File: config.mk
export PLATFORM = sky130hd
export DESIGN_NAME = byte_vm_instruction_execute_top_flat
export DESIGN_NICKNAME = d
export VERILOG_FILES = /design/src/design/bvm_pkg.sv /design/src/design/bvm_if.sv /design/src/design/byte_vm_instruction_execute_top.sv /design/src/design/bvm_ram.sv /design/src/design/bvm_front.sv /design/src/design/bvm_queue.sv /design/src/design/bvm_back.sv /design/src/flat_wrapper.sv
export SDC_FILE = /design/constraint.sdc
export NUM_CORES = 1
export LEC_CHECK = 0
export BUFFER_PORTS_ARGS = -buffer_cell sky130_fd_sc_hd__buf_2
export CAP_MARGIN = 20
export CORE_MARGIN = 4
export CORE_UTILIZATION = 50
export DETAILED_ROUTE_END_ITERATION = 6
export PLACE_DENSITY = 0.69
export SETUP_SLACK_MARGIN = 0.05
export SYNTH_ARGS = -nofsm -noshare
export SYNTH_HDL_FRONTEND = slang
export SYNTH_SLANG_ARGS = --single-unit
export TNS_END_PERCENT = 50
File: constraint.sdc
create_clock -name clk -period 7.56 [get_ports clk]
set_input_delay 2.268 -clock clk [delete_from_list [all_inputs] [get_ports clk]]
set_output_delay 2.268 -clock clk [all_outputs]
set_load 0.01 [all_outputs]
File: src/design/bvm_pkg.sv
// Shared types, constants and decode codes for the byte VM instruction executor.
`timescale 1ns / 1ps

package bvm_pkg;

    localparam int STACK_DEPTH  = 16;
    localparam int NUM_REGS     = 16;
    localparam int QUEUE_DEPTH  = 2;

    localparam int REG_IDX_W    = $clog2(NUM_REGS);
    localparam int STACK_CNT_W  = $clog2(STACK_DEPTH + 1);
    localparam int STACK_OUT_W  = 5;
    localparam int Q_PTR_W      = (QUEUE_DEPTH > 1) ? $clog2(QUEUE_DEPTH) : 1;
    localparam int Q_CNT_W      = $clog2(QUEUE_DEPTH + 1);

    localparam logic [11:0] PC_RESET  = 12'h200;
    localparam logic [11:0] PC_STEP   = 12'd2;
    localparam logic [11:0] PC_SKIP   = 12'd4;
    localparam logic [REG_IDX_W-1:0] FLAG_REG = REG_IDX_W'(NUM_REGS - 1);
    localparam logic [REG_IDX_W-1:0] ZERO_REG = '0;

    // Opcode nibbles
    localparam logic [3:0] OP_JP      = 4'h1;
    localparam logic [3:0] OP_CALL    = 4'h2;
    localparam logic [3:0] OP_SE_IMM  = 4'h3;
    localparam logic [3:0] OP_SNE_IMM = 4'h4;
    localparam logic [3:0] OP_SE_REG  = 4'h5;
    localparam logic [3:0] OP_LD_IMM  = 4'h6;
    localparam logic [3:0] OP_ADD_IMM = 4'h7;
    localparam logic [3:0] OP_ALU     = 4'h8;
    localparam logic [3:0] OP_SNE_REG = 4'h9;
    localparam logic [3:0] OP_LD_I    = 4'hA;
    localparam logic [3:0] OP_JP_V0   = 4'hB;
    localparam logic [3:0] OP_RND     = 4'hC;

    // ALU sub-operations (low nibble of 8xyN)
    localparam logic [3:0] ALU_MOV = 4'h0;
    localparam logic [3:0] ALU_OR  = 4'h1;
    localparam logic [3:0] ALU_AND = 4'h2;
    localparam logic [3:0] ALU_XOR = 4'h3;
    localparam logic [3:0] ALU_ADD = 4'h4;
    localparam logic [3:0] ALU_SUB = 4'h5;
    localparam logic [3:0] ALU_SHR = 4'h6;
    localparam logic [3:0] ALU_SBN = 4'h7;
    localparam logic [3:0] ALU_SHL = 4'hE;

    // Instruction classes produced by the front end
    localparam logic [3:0] K_BAD     = 4'd0;
    localparam logic [3:0] K_JP      = 4'd1;
    localparam logic [3:0] K_CALL    = 4'd2;
    localparam logic [3:0] K_SE_IMM  = 4'd3;
    localparam logic [3:0] K_SNE_IMM = 4'd4;
    localparam logic [3:0] K_SE_REG  = 4'd5;
    localparam logic [3:0] K_SNE_REG = 4'd6;
    localparam logic [3:0] K_LD_IMM  = 4'd7;
    localparam logic [3:0] K_ADD_IMM = 4'd8;
    localparam logic [3:0] K_ALU     = 4'd9;
    localparam logic [3:0] K_LD_I    = 4'd10;
    localparam logic [3:0] K_JP_V0   = 4'd11;
    localparam logic [3:0] K_RND     = 4'd12;

    // Status codes
    localparam logic [1:0] ST_OK  = 2'd0;
    localparam logic [1:0] ST_BAD = 2'd1;
    localparam logic [1:0] ST_OVF = 2'd2;

    typedef logic [3:0] kind_t;

    typedef struct packed {
        kind_t                kind;
        logic [REG_IDX_W-1:0] x;
        logic [REG_IDX_W-1:0] y;
        logic [3:0]           alu;
        logic [7:0]           kk;
        logic [11:0]          nnn;
        logic [7:0]           rnd;
    } dec_t;

    typedef struct packed {
        logic [11:0]            next_pc;
        logic [11:0]            index_value;
        logic [3:0]             written_reg;
        logic [7:0]             written_value;
        logic                   reg_written;
        logic [7:0]             flag_value;
        logic [STACK_OUT_W-1:0] stack_depth;
        logic [1:0]             status;
    } res_t;

endpackage

File: src/design/bvm_if.sv
// Valid/ready channel interfaces for instruction and result transfers.
`timescale 1ns / 1ps

interface bvm_in_if;
    import bvm_pkg::*;

    logic        valid;
    logic        ready;
    logic [15:0] instr_word;
    logic [7:0]  random_byte;

    modport source (output valid, output instr_word, output random_byte, input ready);
    modport sink   (input valid, input instr_word, input random_byte, output ready);
endinterface

interface bvm_out_if;
    import bvm_pkg::*;

    logic                   valid;
    logic                   ready;
    logic [11:0]            next_pc;
    logic [11:0]            index_value;
    logic [3:0]             written_reg;
    logic [7:0]             written_value;
    logic                   reg_written;
    logic [7:0]             flag_value;
    logic [STACK_OUT_W-1:0] stack_depth;
    logic [1:0]             status;

    modport source (
        output valid, input ready,
        output next_pc, output index_value, output written_reg, output written_value,
        output reg_written, output flag_value, output stack_depth, output status
    );
    modport sink (
        input valid, output ready,
        input next_pc, input index_value, input written_reg, input written_value,
        input reg_written, input flag_value, input stack_depth, input status
    );
endinterface

File: src/design/byte_vm_instruction_execute_top.sv
// Top level of the byte VM instruction executor.
// Executes one 16-bit CHIP-8 instruction per transfer and returns one result per
// instruction. Throughput is one instruction per cycle while the result channel is not
// stalled. An instruction is decoded into a two-entry queue at the transfer, read from
// the register file, then executed into the result register. The execute stage sets
// the rate: it reads Vx and Vy from a register file with two registered read ports
// and forwards the previous instruction's write, so dependent instructions issue
// back to back. VF and a copy of V0 sit in flops. The call stack
// keeps only its depth.
`timescale 1ns / 1ps

module byte_vm_instruction_execute_top (
    input  logic      clk,
    input  logic      rst_n,
    bvm_in_if.sink    in_ch,
    bvm_out_if.source out_ch
);
    import bvm_pkg::*;

    logic q_push_valid;
    logic q_push_ready;
    dec_t q_push_data;
    logic q_pop_valid;
    logic q_pop_ready;
    dec_t q_pop_data;

    bvm_front u_front (
        .in_ch   (in_ch),
        .q_ready (q_push_ready),
        .q_valid (q_push_valid),
        .q_data  (q_push_data)
    );

    bvm_queue u_queue (
        .clk        (clk),
        .rst_n      (rst_n),
        .push_valid (q_push_valid),
        .push_data  (q_push_data),
        .push_ready (q_push_ready),
        .pop_valid  (q_pop_valid),
        .pop_data   (q_pop_data),
        .pop_ready  (q_pop_ready)
    );

    bvm_back u_back (
        .clk     (clk),
        .rst_n   (rst_n),
        .q_valid (q_pop_valid),
        .q_data  (q_pop_data),
        .q_ready (q_pop_ready),
        .out_ch  (out_ch)
    );

`ifndef SYNTHESIS
    a_ovf_full: assert property (@(posedge clk) disable iff (!rst_n)
        (out_ch.valid && (out_ch.status == ST_OVF))
            |-> (out_ch.stack_depth == STACK_OUT_W'(STACK_DEPTH)))
        else $error("overflow reported with stack not full");

    a_write_ok: assert property (@(posedge clk) disable iff (!rst_n)
        (out_ch.valid && out_ch.reg_written) |-> (out_ch.status == ST_OK))
        else $error("register written by a rejected instruction");

    a_no_write_zero: assert property (@(posedge clk) disable iff (!rst_n)
        (out_ch.valid && !out_ch.reg_written)
            |-> ((out_ch.written_reg == 4'd0) && (out_ch.written_value == 8'd0)))
        else $error("write fields nonzero without a register write");

    a_flag_write: assert property (@(posedge clk) disable iff (!rst_n)
        (out_ch.valid && out_ch.reg_written && (out_ch.written_reg == 4'hF))
            |-> (out_ch.flag_value == out_ch.written_value))
        else $error("VF does not match its own write");
`endif

endmodule

File: src/design/bvm_ram.sv
// Generic RAM: one write port, two registered read ports.
`timescale 1ns / 1ps

module bvm_ram #(
    parameter int WIDTH = 8,
    parameter int DEPTH = 16
) (
    input  logic                     clk,
    input  logic                     we,
    input  logic [$clog2(DEPTH)-1:0] waddr,
    input  logic [WIDTH-1:0]         wdata,
    input  logic                     re,
    input  logic [$clog2(DEPTH)-1:0] raddr_a,
    input  logic [$clog2(DEPTH)-1:0] raddr_b,
    output logic [WIDTH-1:0]         rdata_a,
    output logic [WIDTH-1:0]         rdata_b
);

    logic [WIDTH-1:0] mem [DEPTH];

    always_ff @(posedge clk)
    begin
        if (we)
        begin
            mem[waddr] <= wdata;
        end
        if (re)
        begin
            rdata_a <= mem[raddr_a];
            rdata_b <= mem[raddr_b];
        end
    end

endmodule

File: src/design/bvm_front.sv
// Front end: accept instruction transfers and classify them.
`timescale 1ns / 1ps

module bvm_front (
    bvm_in_if.sink       in_ch,
    input  logic         q_ready,
    output logic         q_valid,
    output bvm_pkg::dec_t q_data
);
    import bvm_pkg::*;

    logic [3:0] op;
    logic [3:0] n;
    kind_t      kind;

    assign op = in_ch.instr_word[15:12];
    assign n  = in_ch.instr_word[3:0];

    always_comb
    begin
        case (op)
            OP_JP:      kind = K_JP;
            OP_CALL:    kind = K_CALL;
            OP_SE_IMM:  kind = K_SE_IMM;
            OP_SNE_IMM: kind = K_SNE_IMM;
            OP_SE_REG:  kind = (n == 4'h0) ? K_SE_REG : K_BAD;
            OP_LD_IMM:  kind = K_LD_IMM;
            OP_ADD_IMM: kind = K_ADD_IMM;
            OP_ALU:
            begin
                case (n)
                    ALU_MOV, ALU_OR, ALU_AND, ALU_XOR,
                    ALU_ADD, ALU_SUB, ALU_SHR, ALU_SBN, ALU_SHL: kind = K_ALU;
                    default:                                   kind = K_BAD;
                endcase
            end
            OP_SNE_REG: kind = (n == 4'h0) ? K_SNE_REG : K_BAD;
            OP_LD_I:    kind = K_LD_I;
            OP_JP_V0:   kind = K_JP_V0;
            OP_RND:     kind = K_RND;
            default:    kind = K_BAD;
        endcase
    end

    assign q_data.kind = kind;
    assign q_data.x    = in_ch.instr_word[11:8];
    assign q_data.y    = in_ch.instr_word[7:4];
    assign q_data.alu  = n;
    assign q_data.kk   = in_ch.instr_word[7:0];
    assign q_data.nnn  = in_ch.instr_word[11:0];
    assign q_data.rnd  = in_ch.random_byte;

    assign q_valid     = in_ch.valid;
    assign in_ch.ready = q_ready;

endmodule

File: src/design/bvm_queue.sv
// Short FIFO between the front end and the execute stage.
`timescale 1ns / 1ps

module bvm_queue (
    input  logic          clk,
    input  logic          rst_n,
    input  logic          push_valid,
    input  bvm_pkg::dec_t push_data,
    output logic          push_ready,
    output logic          pop_valid,
    output bvm_pkg::dec_t pop_data,
    input  logic          pop_ready
);
    import bvm_pkg::*;

    localparam logic [Q_PTR_W-1:0] LAST_PTR = Q_PTR_W'(QUEUE_DEPTH - 1);
    localparam logic [Q_CNT_W-1:0] FULL_CNT = Q_CNT_W'(QUEUE_DEPTH);

    dec_t               entry_reg [QUEUE_DEPTH];
    logic [Q_PTR_W-1:0] wr_ptr_reg;
    logic [Q_PTR_W-1:0] wr_ptr_next;
    logic [Q_PTR_W-1:0] rd_ptr_reg;
    logic [Q_PTR_W-1:0] rd_ptr_next;
    logic [Q_CNT_W-1:0] count_reg;
    logic [Q_CNT_W-1:0] count_next;
    logic               push;
    logic               pop;

    assign push_ready = (count_reg != FULL_CNT);
    assign pop_valid  = (count_reg != '0);
    assign pop_data   = entry_reg[rd_ptr_reg];
    assign push       = push_valid && push_ready;
    assign pop        = pop_valid && pop_ready;

    always_comb
    begin
        wr_ptr_next = wr_ptr_reg;
        rd_ptr_next = rd_ptr_reg;
        count_next  = count_reg;
        if (push)
        begin
            wr_ptr_next = (wr_ptr_reg == LAST_PTR) ? '0 : wr_ptr_reg + 1'b1;
        end
        if (pop)
        begin
            rd_ptr_next = (rd_ptr_reg == LAST_PTR) ? '0 : rd_ptr_reg + 1'b1;
        end
        if (push && !pop)
        begin
            count_next = count_reg + 1'b1;
        end
        else if (pop && !push)
        begin
            count_next = count_reg - 1'b1;
        end
    end

    always_ff @(posedge clk or negedge rst_n)
    begin
        if (!rst_n)
        begin
            wr_ptr_reg <= '0;
            rd_ptr_reg <= '0;
            count_reg  <= '0;
        end
        else
        begin
            wr_ptr_reg <= wr_ptr_next;
            rd_ptr_reg <= rd_ptr_next;
            count_reg  <= count_next;
        end
    end

    always_ff @(posedge clk)
    begin
        if (push)
        begin
            entry_reg[wr_ptr_reg] <= push_data;
        end
    end

endmodule

File: src/design/bvm_back.sv
// Back end: register file read, execute, state update and result register.
`timescale 1ns / 1ps

module bvm_back (
    input  logic          clk,
    input  logic          rst_n,
    input  logic          q_valid,
    input  bvm_pkg::dec_t q_data,
    output logic          q_ready,
    bvm_out_if.source     out_ch
);
    import bvm_pkg::*;

    localparam logic [STACK_CNT_W-1:0] STACK_FULL = STACK_CNT_W'(STACK_DEPTH);

    // Execute stage
    logic                   e_valid_reg;
    dec_t                   e_reg;
    logic                   fire;
    logic                   load;

    // Architectural state
    logic [11:0]            pc_reg;
    logic [11:0]            pc_next;
    logic [11:0]            index_reg;
    logic [11:0]            index_next;
    logic [STACK_CNT_W-1:0] stack_cnt_reg;
    logic [STACK_CNT_W-1:0] stack_cnt_next;
    logic [7:0]             vf_reg;
    logic [7:0]             vf_next;
    logic [7:0]             v0_reg;
    logic [7:0]             v0_next;
    logic [NUM_REGS-1:0]    reg_vld_reg;

    // Last register file write, for forwarding
    logic                   lw_valid_reg;
    logic [REG_IDX_W-1:0]   lw_idx_reg;
    logic [7:0]             lw_val_reg;

    // Result register
    logic                   out_valid_reg;
    res_t                   out_reg;
    res_t                   res;

    logic [7:0]             rd_a;
    logic [7:0]             rd_b;
    logic [7:0]             vx;
    logic [7:0]             vy;
    logic [8:0]             sum9;
    logic                   wr;
    logic [7:0]             wval;
    logic                   flag_we;
    logic [7:0]             flag_val;
    logic [1:0]             status;
    logic [11:0]            pc_plus2;
    logic [11:0]            pc_plus4;

    assign fire    = e_valid_reg && (!out_valid_reg || out_ch.ready);
    assign q_ready = !e_valid_reg || fire;
    assign load    = q_valid && q_ready;

    bvm_ram #(
        .WIDTH (8),
        .DEPTH (NUM_REGS)
    ) u_regfile (
        .clk     (clk),
        .we      (fire && wr),
        .waddr   (e_reg.x),
        .wdata   (wval),
        .re      (load),
        .raddr_a (q_data.x),
        .raddr_b (q_data.y),
        .rdata_a (rd_a),
        .rdata_b (rd_b)
    );

    always_comb
    begin
        if (e_reg.x == FLAG_REG)
        begin
            vx = vf_reg;
        end
        else if (lw_valid_reg && (lw_idx_reg == e_reg.x))
        begin
            vx = lw_val_reg;
        end
        else
        begin
            vx = reg_vld_reg[e_reg.x] ? rd_a : 8'd0;
        end

        if (e_reg.y == FLAG_REG)
        begin
            vy = vf_reg;
        end
        else if (lw_valid_reg && (lw_idx_reg == e_reg.y))
        begin
            vy = lw_val_reg;
        end
        else
        begin
            vy = reg_vld_reg[e_reg.y] ? rd_b : 8'd0;
        end
    end

    assign sum9     = {1'b0, vx} + {1'b0, vy};
    assign pc_plus2 = pc_reg + PC_STEP;
    assign pc_plus4 = pc_reg + PC_SKIP;

    always_comb
    begin
        pc_next        = pc_reg;
        index_next     = index_reg;
        stack_cnt_next = stack_cnt_reg;
        wr             = 1'b0;
        wval           = 8'd0;
        flag_we        = 1'b0;
        flag_val       = 8'd0;
        status         = ST_OK;

        case (e_reg.kind)
            K_JP:
            begin
                pc_next = e_reg.nnn;
            end
            K_CALL:
            begin
                if (stack_cnt_reg >= STACK_FULL)
                begin
                    status = ST_OVF;
                end
                else
                begin
                    stack_cnt_next = stack_cnt_reg + 1'b1;
                    pc_next        = e_reg.nnn;
                end
            end
            K_SE_IMM:  pc_next = (vx == e_reg.kk) ? pc_plus4 : pc_plus2;
            K_SNE_IMM: pc_next = (vx != e_reg.kk) ? pc_plus4 : pc_plus2;
            K_SE_REG:  pc_next = (vx == vy) ? pc_plus4 : pc_plus2;
            K_SNE_REG: pc_next = (vx != vy) ? pc_plus4 : pc_plus2;
            K_LD_IMM:
            begin
                wr      = 1'b1;
                wval    = e_reg.kk;
                pc_next = pc_plus2;
            end
            K_ADD_IMM:
            begin
                wr      = 1'b1;
                wval    = vx + e_reg.kk;
                pc_next = pc_plus2;
            end
            K_ALU:
            begin
                wr      = 1'b1;
                pc_next = pc_plus2;
                case (e_reg.alu)
                    ALU_MOV: wval = vy;
                    ALU_OR:  wval = vx | vy;
                    ALU_AND: wval = vx & vy;
                    ALU_XOR: wval = vx ^ vy;
                    ALU_ADD:
                    begin
                        wval     = sum9[7:0];
                        flag_we  = 1'b1;
                        flag_val = {7'd0, sum9[8]};
                    end
                    ALU_SUB:
                    begin
                        wval     = vx - vy;
                        flag_we  = 1'b1;
                        flag_val = {7'd0, (vx >= vy)};
                    end
                    ALU_SHR:
                    begin
                        wval     = {1'b0, vx[7:1]};
                        flag_we  = 1'b1;
                        flag_val = {7'd0, vx[0]};
                    end
                    ALU_SBN:
                    begin
                        wval     = vy - vx;
                        flag_we  = 1'b1;
                        flag_val = {7'd0, (vy >= vx)};
                    end
                    ALU_SHL:
                    begin
                        wval     = {vx[6:0], 1'b0};
                        flag_we  = 1'b1;
                        flag_val = {7'd0, vx[7]};
                    end
                    default:
                    begin
                        wr      = 1'b0;
                        pc_next = pc_reg;
                        status  = ST_BAD;
                    end
                endcase
            end
            K_LD_I:
            begin
                index_next = e_reg.nnn;
                pc_next    = pc_plus2;
            end
            K_JP_V0:
            begin
                pc_next = {4'd0, v0_reg} + e_reg.nnn;
            end
            K_RND:
            begin
                wr      = 1'b1;
                wval    = e_reg.rnd & e_reg.kk;
                pc_next = pc_plus2;
            end
            default:
            begin
                status = ST_BAD;
            end
        endcase
    end

    always_comb
    begin
        vf_next = vf_reg;
        if (wr && (e_reg.x == FLAG_REG))
        begin
            vf_next = wval;
        end
        else if (flag_we)
        begin
            vf_next = flag_val;
        end
        v0_next = (wr && (e_reg.x == ZERO_REG)) ? wval : v0_reg;
    end

    assign res.next_pc       = pc_next;
    assign res.index_value   = index_next;
    assign res.written_reg   = wr ? 4'(e_reg.x) : 4'd0;
    assign res.written_value = wr ? wval : 8'd0;
    assign res.reg_written   = wr;
    assign res.flag_value    = vf_next;
    assign res.stack_depth   = STACK_OUT_W'(stack_cnt_next);
    assign res.status        = status;

    always_ff @(posedge clk or negedge rst_n)
    begin
        if (!rst_n)
        begin
            e_valid_reg   <= 1'b0;
            out_valid_reg <= 1'b0;
            pc_reg        <= PC_RESET;
            index_reg     <= '0;
            stack_cnt_reg <= '0;
            vf_reg        <= '0;
            v0_reg        <= '0;
            reg_vld_reg   <= '0;
            lw_valid_reg  <= 1'b0;
        end
        else
        begin
            if (load)
            begin
                e_valid_reg <= 1'b1;
            end
            else if (fire)
            begin
                e_valid_reg <= 1'b0;
            end

            if (fire)
            begin
                out_valid_reg <= 1'b1;
                pc_reg        <= pc_next;
                index_reg     <= index_next;
                stack_cnt_reg <= stack_cnt_next;
                vf_reg        <= vf_next;
                v0_reg        <= v0_next;
                if (wr)
                begin
                    reg_vld_reg[e_reg.x] <= 1'b1;
                    lw_valid_reg         <= 1'b1;
                end
            end
            else if (out_ch.ready)
            begin
                out_valid_reg <= 1'b0;
            end
        end
    end

    always_ff @(posedge clk)
    begin
        if (load)
        begin
            e_reg <= q_data;
        end
        if (fire)
        begin
            out_reg <= res;
            if (wr)
            begin
                lw_idx_reg <= e_reg.x;
                lw_val_reg <= wval;
            end
        end
    end

    assign out_ch.valid         = out_valid_reg;
    assign out_ch.next_pc       = out_reg.next_pc;
    assign out_ch.index_value   = out_reg.index_value;
    assign out_ch.written_reg   = out_reg.written_reg;
    assign out_ch.written_value = out_reg.written_value;
    assign out_ch.reg_written   = out_reg.reg_written;
    assign out_ch.flag_value    = out_reg.flag_value;
    assign out_ch.stack_depth   = out_reg.stack_depth;
    assign out_ch.status        = out_reg.status;

endmodule
File: src/flat_wrapper.sv
// flat-port wrapper written by rule: the top's interface ports become plain ports
module byte_vm_instruction_execute_top_flat import bvm_pkg::*;
  (clk, rst_n, in_ch_valid, in_ch_instr_word, in_ch_random_byte, in_ch_ready, out_ch_valid, out_ch_ready, out_ch_next_pc, out_ch_index_value, out_ch_written_reg, out_ch_written_value, out_ch_reg_written, out_ch_flag_value, out_ch_stack_depth, out_ch_status);
  bvm_in_if in_ch_i ();
  bvm_out_if out_ch_i ();
  input  logic clk;
  input  logic rst_n;
  input wire logic [$bits(in_ch_i.valid)-1:0] in_ch_valid;
  input wire logic [$bits(in_ch_i.instr_word)-1:0] in_ch_instr_word;
  input wire logic [$bits(in_ch_i.random_byte)-1:0] in_ch_random_byte;
  output wire logic [$bits(in_ch_i.ready)-1:0] in_ch_ready;
  output wire logic [$bits(out_ch_i.valid)-1:0] out_ch_valid;
  input wire logic [$bits(out_ch_i.ready)-1:0] out_ch_ready;
  output wire logic [$bits(out_ch_i.next_pc)-1:0] out_ch_next_pc;
  output wire logic [$bits(out_ch_i.index_value)-1:0] out_ch_index_value;
  output wire logic [$bits(out_ch_i.written_reg)-1:0] out_ch_written_reg;
  output wire logic [$bits(out_ch_i.written_value)-1:0] out_ch_written_value;
  output wire logic [$bits(out_ch_i.reg_written)-1:0] out_ch_reg_written;
  output wire logic [$bits(out_ch_i.flag_value)-1:0] out_ch_flag_value;
  output wire logic [$bits(out_ch_i.stack_depth)-1:0] out_ch_stack_depth;
  output wire logic [$bits(out_ch_i.status)-1:0] out_ch_status;
  assign in_ch_i.valid = in_ch_valid;
  assign in_ch_i.instr_word = in_ch_instr_word;
  assign in_ch_i.random_byte = in_ch_random_byte;
  assign in_ch_ready = in_ch_i.ready;
  assign out_ch_valid = out_ch_i.valid;
  assign out_ch_i.ready = out_ch_ready;
  assign out_ch_next_pc = out_ch_i.next_pc;
  assign out_ch_index_value = out_ch_i.index_value;
  assign out_ch_written_reg = out_ch_i.written_reg;
  assign out_ch_written_value = out_ch_i.written_value;
  assign out_ch_reg_written = out_ch_i.reg_written;
  assign out_ch_flag_value = out_ch_i.flag_value;
  assign out_ch_stack_depth = out_ch_i.stack_depth;
  assign out_ch_status = out_ch_i.status;
  byte_vm_instruction_execute_top u_core (.clk(clk), .rst_n(rst_n), .in_ch(in_ch_i), .out_ch(out_ch_i));
endmodule
# Yosys cells after proc, flatten, opt, wreduce, memory -nomap -nowiden
# Memory sizes are Yosys's and may differ from the RTL's. A register that Yosys moved wholly into a read port is not among the register bits.
# Cells that the tools add are included.
# W data, S select, Z words.
# word_totals
n_memories	3
mem_bits_rw	216
elab_cells	177
romBits	32
ff_bits	176
# op_classes
muxes	50
bitwise	5
addsub	12
n_lt_le_gt_ge	6
reduce_logical	31
eq_ne	41
# mem_list
name	words	width	rd	rd_clocked_by_memory_dff	wr	line_no	source
u_core.u_back.u_regfile.mem	16	8	2	2	1	bvm_ram.sv:19	logic [WIDTH-1:0] mem [DEPTH];
u_core.u_queue.entry_reg	2	44	1	0	1	bvm_queue.sv:19	dec_t entry_reg [QUEUE_DEPTH];
(name not given)	16	2	1	0	0	bvm_front.sv:31	case (n)
# op_table
cell	count
$pmux W12 S9	1
$mux W12	7
$pmux W8 S9	1
$mux W8	8
$eq A4 B4 Y1 const B	13
$eq A4 B3 Y1 const B	12
$pmux W4 S12	1
$pmux W8 S4	1
$eq A4 B2 Y1 const B	6
$mux W1	18
$and A8 B8 Y8	2
$eq A8 B8 Y1	2
$ge A8 B8 Y1	2
$ne A8 B8 Y1	2
$or A16 B16 Y16	1
$sub A8 B8 Y8	2
$add A12 B2 Y12 const B	1
$add A12 B3 Y12 const B	1
$add A8 B12 Y12	1
$eq A4 B1 Y1 const B	3
$logic_not A4 Y1	3
$logic_and A1 B1 Y1	11
$lt A4 B5 Y1 const B	2
$mux W5	2
other kinds (28)	42

# Logic depth before layout (Yosys ltp)
# logic_depth
depth_word	10
ltp_mapped	18
ltp_nobuf	16

# Cells and area by module
# Synthesis repeated with hierarchy kept, for this count alone.
# hier_totals
hier_cells	1684
area_unflattened_um2	22058.7
# by_module_without_submodules
module	cells_each	instances	area_each_um2	seq_area_each_um2
bvm_back	1156	1	11513.5	4845.9
bvm_ram	307	1	6505.0	4324.1
bvm_queue	155	1	3569.7	2742.6
bvm_front	66	1	470.5	0.0

# Worst setup path before layout
# OpenSTA, ideal clock, no wires.
# synth_path
kind	reg-to-reg
start	reg, netlist name u_core.u_back.e_reg[15]
end	reg u_core.u_back.v0_reg[6]
slack_ns	2.768
setup_time_ns	0.126
stages_incl_launch_ff	17
period_less_slack_ns	4.792
t_required_ns	7.434
t_arrival_ns	4.666
cell_sequence	edfxtp_1 > buf_1 > xnor2_1 > nand3_1 > nor2_1 > nand2_1 > a31oi_1 > inv_1 > fa_1 > o21bai_1 > a211oi_1 > or4_1 > a221o_1 > o21ai_0 > o211a_1 > o2111ai_1 > mux2_2
# synth_rtl
item	line_no	source
end signal: assignment	bvm_back.sv:278	v0_reg <= v0_next;
end: declaration	bvm_back.sv:31	logic [7:0] v0_reg;

# Final worst setup path
# layout_path
start	reg u_core.u_back.e_reg[32] (netlist name)
end	reg u_core.u_back.out_reg (netlist bit u_core.u_back.out_ch.next_pc[6]) (data pin)
# layout_via
elab_chain_len	8
# layout_rtl
item	line_no	source
start: declaration	bvm_back.sv:18	dec_t e_reg;
start signal: assignment	bvm_back.sv:296	e_reg <= q_data;
$bmux W1 S4	bvm_back.sv:102	vy = reg_vld_reg[e_reg.y] ? rd_b : 8'd0;
$mux W1 (not written as such)	bvm_back.sv:102	
$mux W8	bvm_back.sv:102	
$mux W8	bvm_back.sv:96	else if (lw_valid_reg && (lw_idx_reg == e_reg.y))
$mux W8 (*)	bvm_back.sv:92	if (e_reg.y == FLAG_REG)
$ne A8 B8 Y1 or $eq A8 B8 Y1 (tied branches)	bvm_back.sv:141, bvm_back.sv:140	
$mux W12, on equally long branches	bvm_back.sv:141, bvm_back.sv:140	
$pmux W12 S9 (*)	bvm_back.sv:121	case (e_reg.kind)
via u_core.u_back.pc_next[6]	bvm_back.sv:24	logic [11:0] pc_next;
end signal: assignment	bvm_back.sv:300	out_reg <= res;
end: declaration	bvm_back.sv:42	res_t out_reg;
# The timed path passes the listed nets; every way through them passes the cells marked *. The select of a mux whose other input is x is not followed.
# A chain may end at the register's enable or synchronous reset.

==> reports/qor.csv <==
stage;metric;value;unit
worst_setup_path;Req. time, crit path;7870;ps
clocking;clock slew at reported path FFs;60;ps
yosys;post-synth top area share;42.81;%
clocking;postcts setup bufs;0;
clocking;clk sink count;348;
floorplanning;Die ar.;42520;um^2
grt;vias in the first global route;15220;
detailed_routing;vias after detailed routing;16140;
cells_and_area;Fillers;3278;
grt;largest net degree at the start of global routing;65;
detailed_routing;drt total wl;61980;um
clocking;hold buffer count at CTS;0;
yosys;Synth Register Bits;348;
worst_setup_path;CP arrival;6340;ps
placement;# port buffers;81;
yosys;Yosys warning count;0;
yosys;Post-Synth XOR/XNOR Area;2.134;%
sta;worst rel slew slack;16.95;%
grt;Total Routing Usage GR;28.82;%
cells_and_area;Layout area overhead;11.65;%
yosys;Post-synth top cells;nand2_1 (392), edfxtp_1 (280), clkbuf_1 (101), nor2_1 (86), nand3_1 (72);
yosys;fraction of the mapped netlist area in compound gates;15.78;%
cells_and_area;sequential cell area;10110;um^2
worst_setup_path;Critical Path End Type;register;
floorplanning;Core ar.;38740;um^2
clocking;post-cts resize count;0;
clocking;CTS root buf;clkbuf_16;
floorplanning;Die X;206.2;um
sta;final worst path period need;6035;ps
grt;first-pass GRT wire length;93670;um
cells_and_area;fin util;56.62;%
yosys;Synth Area in Adders;3.822;%
grt;initial antenna violation count;1;
sta;RSZ-0062 raised after global routing;no;
min_path;Worst Hold Class;reg2reg;
cells_and_area;Largest register FFs;128;
sta;Final Hold Fails;0;
pwr;leak pwr;8.513;nW
detailed_routing;Iter 0 DRT Violations;2083;
yosys;multiplexer area fraction after synthesis;4.261;%
detailed_routing;WL per Instance;24.62;um
yosys;synth top area cells;edfxtp_1 (43%), dfrtp_1 (8.5%), nand2_1 (7.5%);
sta;Layout Skew;34.96;ps
worst_setup_path;CP Max Fanout;11;
run;Max-Cap Viols;0;
sta;final setup violating endpoints;0;
yosys;sequential element share of the synthesized area;51.47;%
pwr;Net Sw Frac;47.66;%
yosys;Mapped Area;19640;um^2
yosys;Cells after Synth;1925;
worst_setup_path;Setup CP Type;reg2reg;
sta;Fmax;165.7;MHz
pwr;Flop pwr share;28.5;%
sta;Slew Limit Fails;0;
pwr;net switching power;0.005601;W
pwr;maximum vdd drop;275.3;uV
yosys;Yosys cell types;95;
pwr;total power per unit cell area;535.9;nW/um^2
placement;DP HPWL;42450;um
clocking;CTS tree;built;
yosys;most frequent cell after synthesis;nand2_1;
yosys;average size of a mapped cell;10.20;um^2
yosys;Post-synth EDFFs;280;
pwr;Clk pwr share;15.3;%
yosys;Synth Flop Type;edfxtp_1;
yosys;Synth async-reset ratio;19.54;%
sta;setup tns final;0;ps
run_status;status;complete, no violations;
placement;GPL Wtd Cong;1.015;
detailed_routing;Final ANT Viol Nets;0;
yosys;area leader, netlist;edfxtp_1;
clocking;Clk Latency, worst-skew pair;580;ps
yosys;Syn Nets;2010;
grt;grt total ovfl;0;
worst_setup_path;startpoint types;register;
floorplanning;Rows;72;
detailed_routing;Via density;6.408;
cells_and_area;n_diodes;0;
worst_setup_path;max incr delay on CP;950;ps
pwr;Gate power share;56.1;%
clocking;CTS buffer count;38;
floorplanning;initial core utilization;50.71;%
floorplanning;io pins;82;
yosys;largest family of logic cells by synthesized area;simple AND/OR/NAND/NOR gates;
worst_setup_path;R2R Setup Slk;1520;ps
cells_and_area;Multi-input gate area;8945;um^2
pwr;Internal;0.006151;W
detailed_routing;Remaining DRCs;0;
clocking;CTS max path bufs;3;
worst_setup_path;critical path cell sequence;mux4_2 > mux4_2 > o211ai_1 > a31oi_1 > ha_1 > nor4_1 > a21oi_1 > o21ai_0 > nand3_1 > or3_1 > o311a_1 > a221oi_1 > a21oi_1;
cells_and_area;layout net count;2056;
yosys;Post-Synth Simple-Gate Area;18.80;%
worst_setup_path;Slowest cell on crit path;nor4_1;
sta;Slew @ Worst Pin;1234;ps
floorplanning;Die Span Y;206.2;um
sta;Final period util;79.83;%
cells_and_area;layout cells sized above 1;14.45;%
detailed_routing;Pre-antenna DRT Iters;6;
clocking;Clock H-tree levels;2;
-- metal layers --
metal  vias to the layer above  track usage [%]  routed length (um)
met5                         -                0                   0
met1                      7837            43.48               27200
met2                       921            42.60               26900
met4                         0            8.531                1715
li1                       7251                -                   -
met3                       126            5.461                6170
-- power by group through the flow --
stage / clock network (W) / logic [W] / registers (W)
after detailed placement: 0 / 0.00638 / 0.00337
final: 0.00180 / 0.00660 / 0.00335
after CTS: 0.00182 / 0.00641 / 0.00334
after floorplan: 0 / 0.00446 / 0.00315
after global placement: 0 / 0.00631 / 0.00336
after global routing: 0.00190 / 0.00709 / 0.00340
-- through the flow --
step,hold WS (ps),area (um^2),instances,total power (W),setup slack (ps)
6_report,472.6,21930,2518,0.01175,1525
4_1_cts,474.3,21850,2510,0.01157,1708
5_1_grt,486.5,21930,2518,0.01239,1253
2_1_floorplan,441.8,19640,1925,0.007609,2768
3_5_place_dp,459.0,20650,2441,0.009753,1716
3_3_place_gp,453.1,20640,2439,0.009679,1471
-- final timing paths --
kind                                       startpoint                               to  depth (start not counted)
max in group asynchronous                       rst_n          u_core.u_back.v0_reg[0]                          2
min reg2reg                u_core.u_back.index_reg[4]       u_core.u_back.index_reg[4]                          2
min in group asynchronous                       rst_n          u_core.u_back.pc_reg[2]                          1
max                           u_core.u_back.e_reg[32]  u_core.u_back.out_ch.next_pc[6]                         13
min                        u_core.u_back.index_reg[4]       u_core.u_back.index_reg[4]                          2
max reg2reg                   u_core.u_back.e_reg[32]  u_core.u_back.out_ch.next_pc[6]                         13
-- cell families after synthesis --
group,count (synthesis)
fa+ha+maj,57
compound gates,433
xor+xnor,47
simple gates,782
buf+inv,191
mux,67
flops,348
-- area by class of cell --
type | instances | share of cell area, %
Sequential cell | 348 | 46.10
Clock inverter | 14 | 0.5306
Timing Repair Buffer | 126 | 3.497
Multi-Input combinational cell | 1386 | 40.79
Tap cell | 518 | 2.955
Inverter | 71 | 1.215
Clock buffer | 55 | 4.912
-- worst max-delay path: cells and delay by family (launching register included) --
kind	cells	cell delay, ps
flip-flops	1	750
multiplexers	2	1170
adder cells (fa/ha/maj)	1	530
AO/OA/AOI/OAI	7	1630
AND/OR/NAND/NOR	3	1700
-- cell usage in the layout, fill, tap and decap left out, types with 40 or more instances in the layout --
cell and n:
inv_1 68, dfrtp_1 67, o21ai_0 57, a21oi_1 71, buf_2 81, clkbuf_16 40, nor2_1 85, nand2_1 392
and3_1 57, edfxtp_1 280, nand3_1 72, a31oi_1 51, buf_4 43, ha_1 52
No activity file was read; power rests on OpenSTA's default activity.
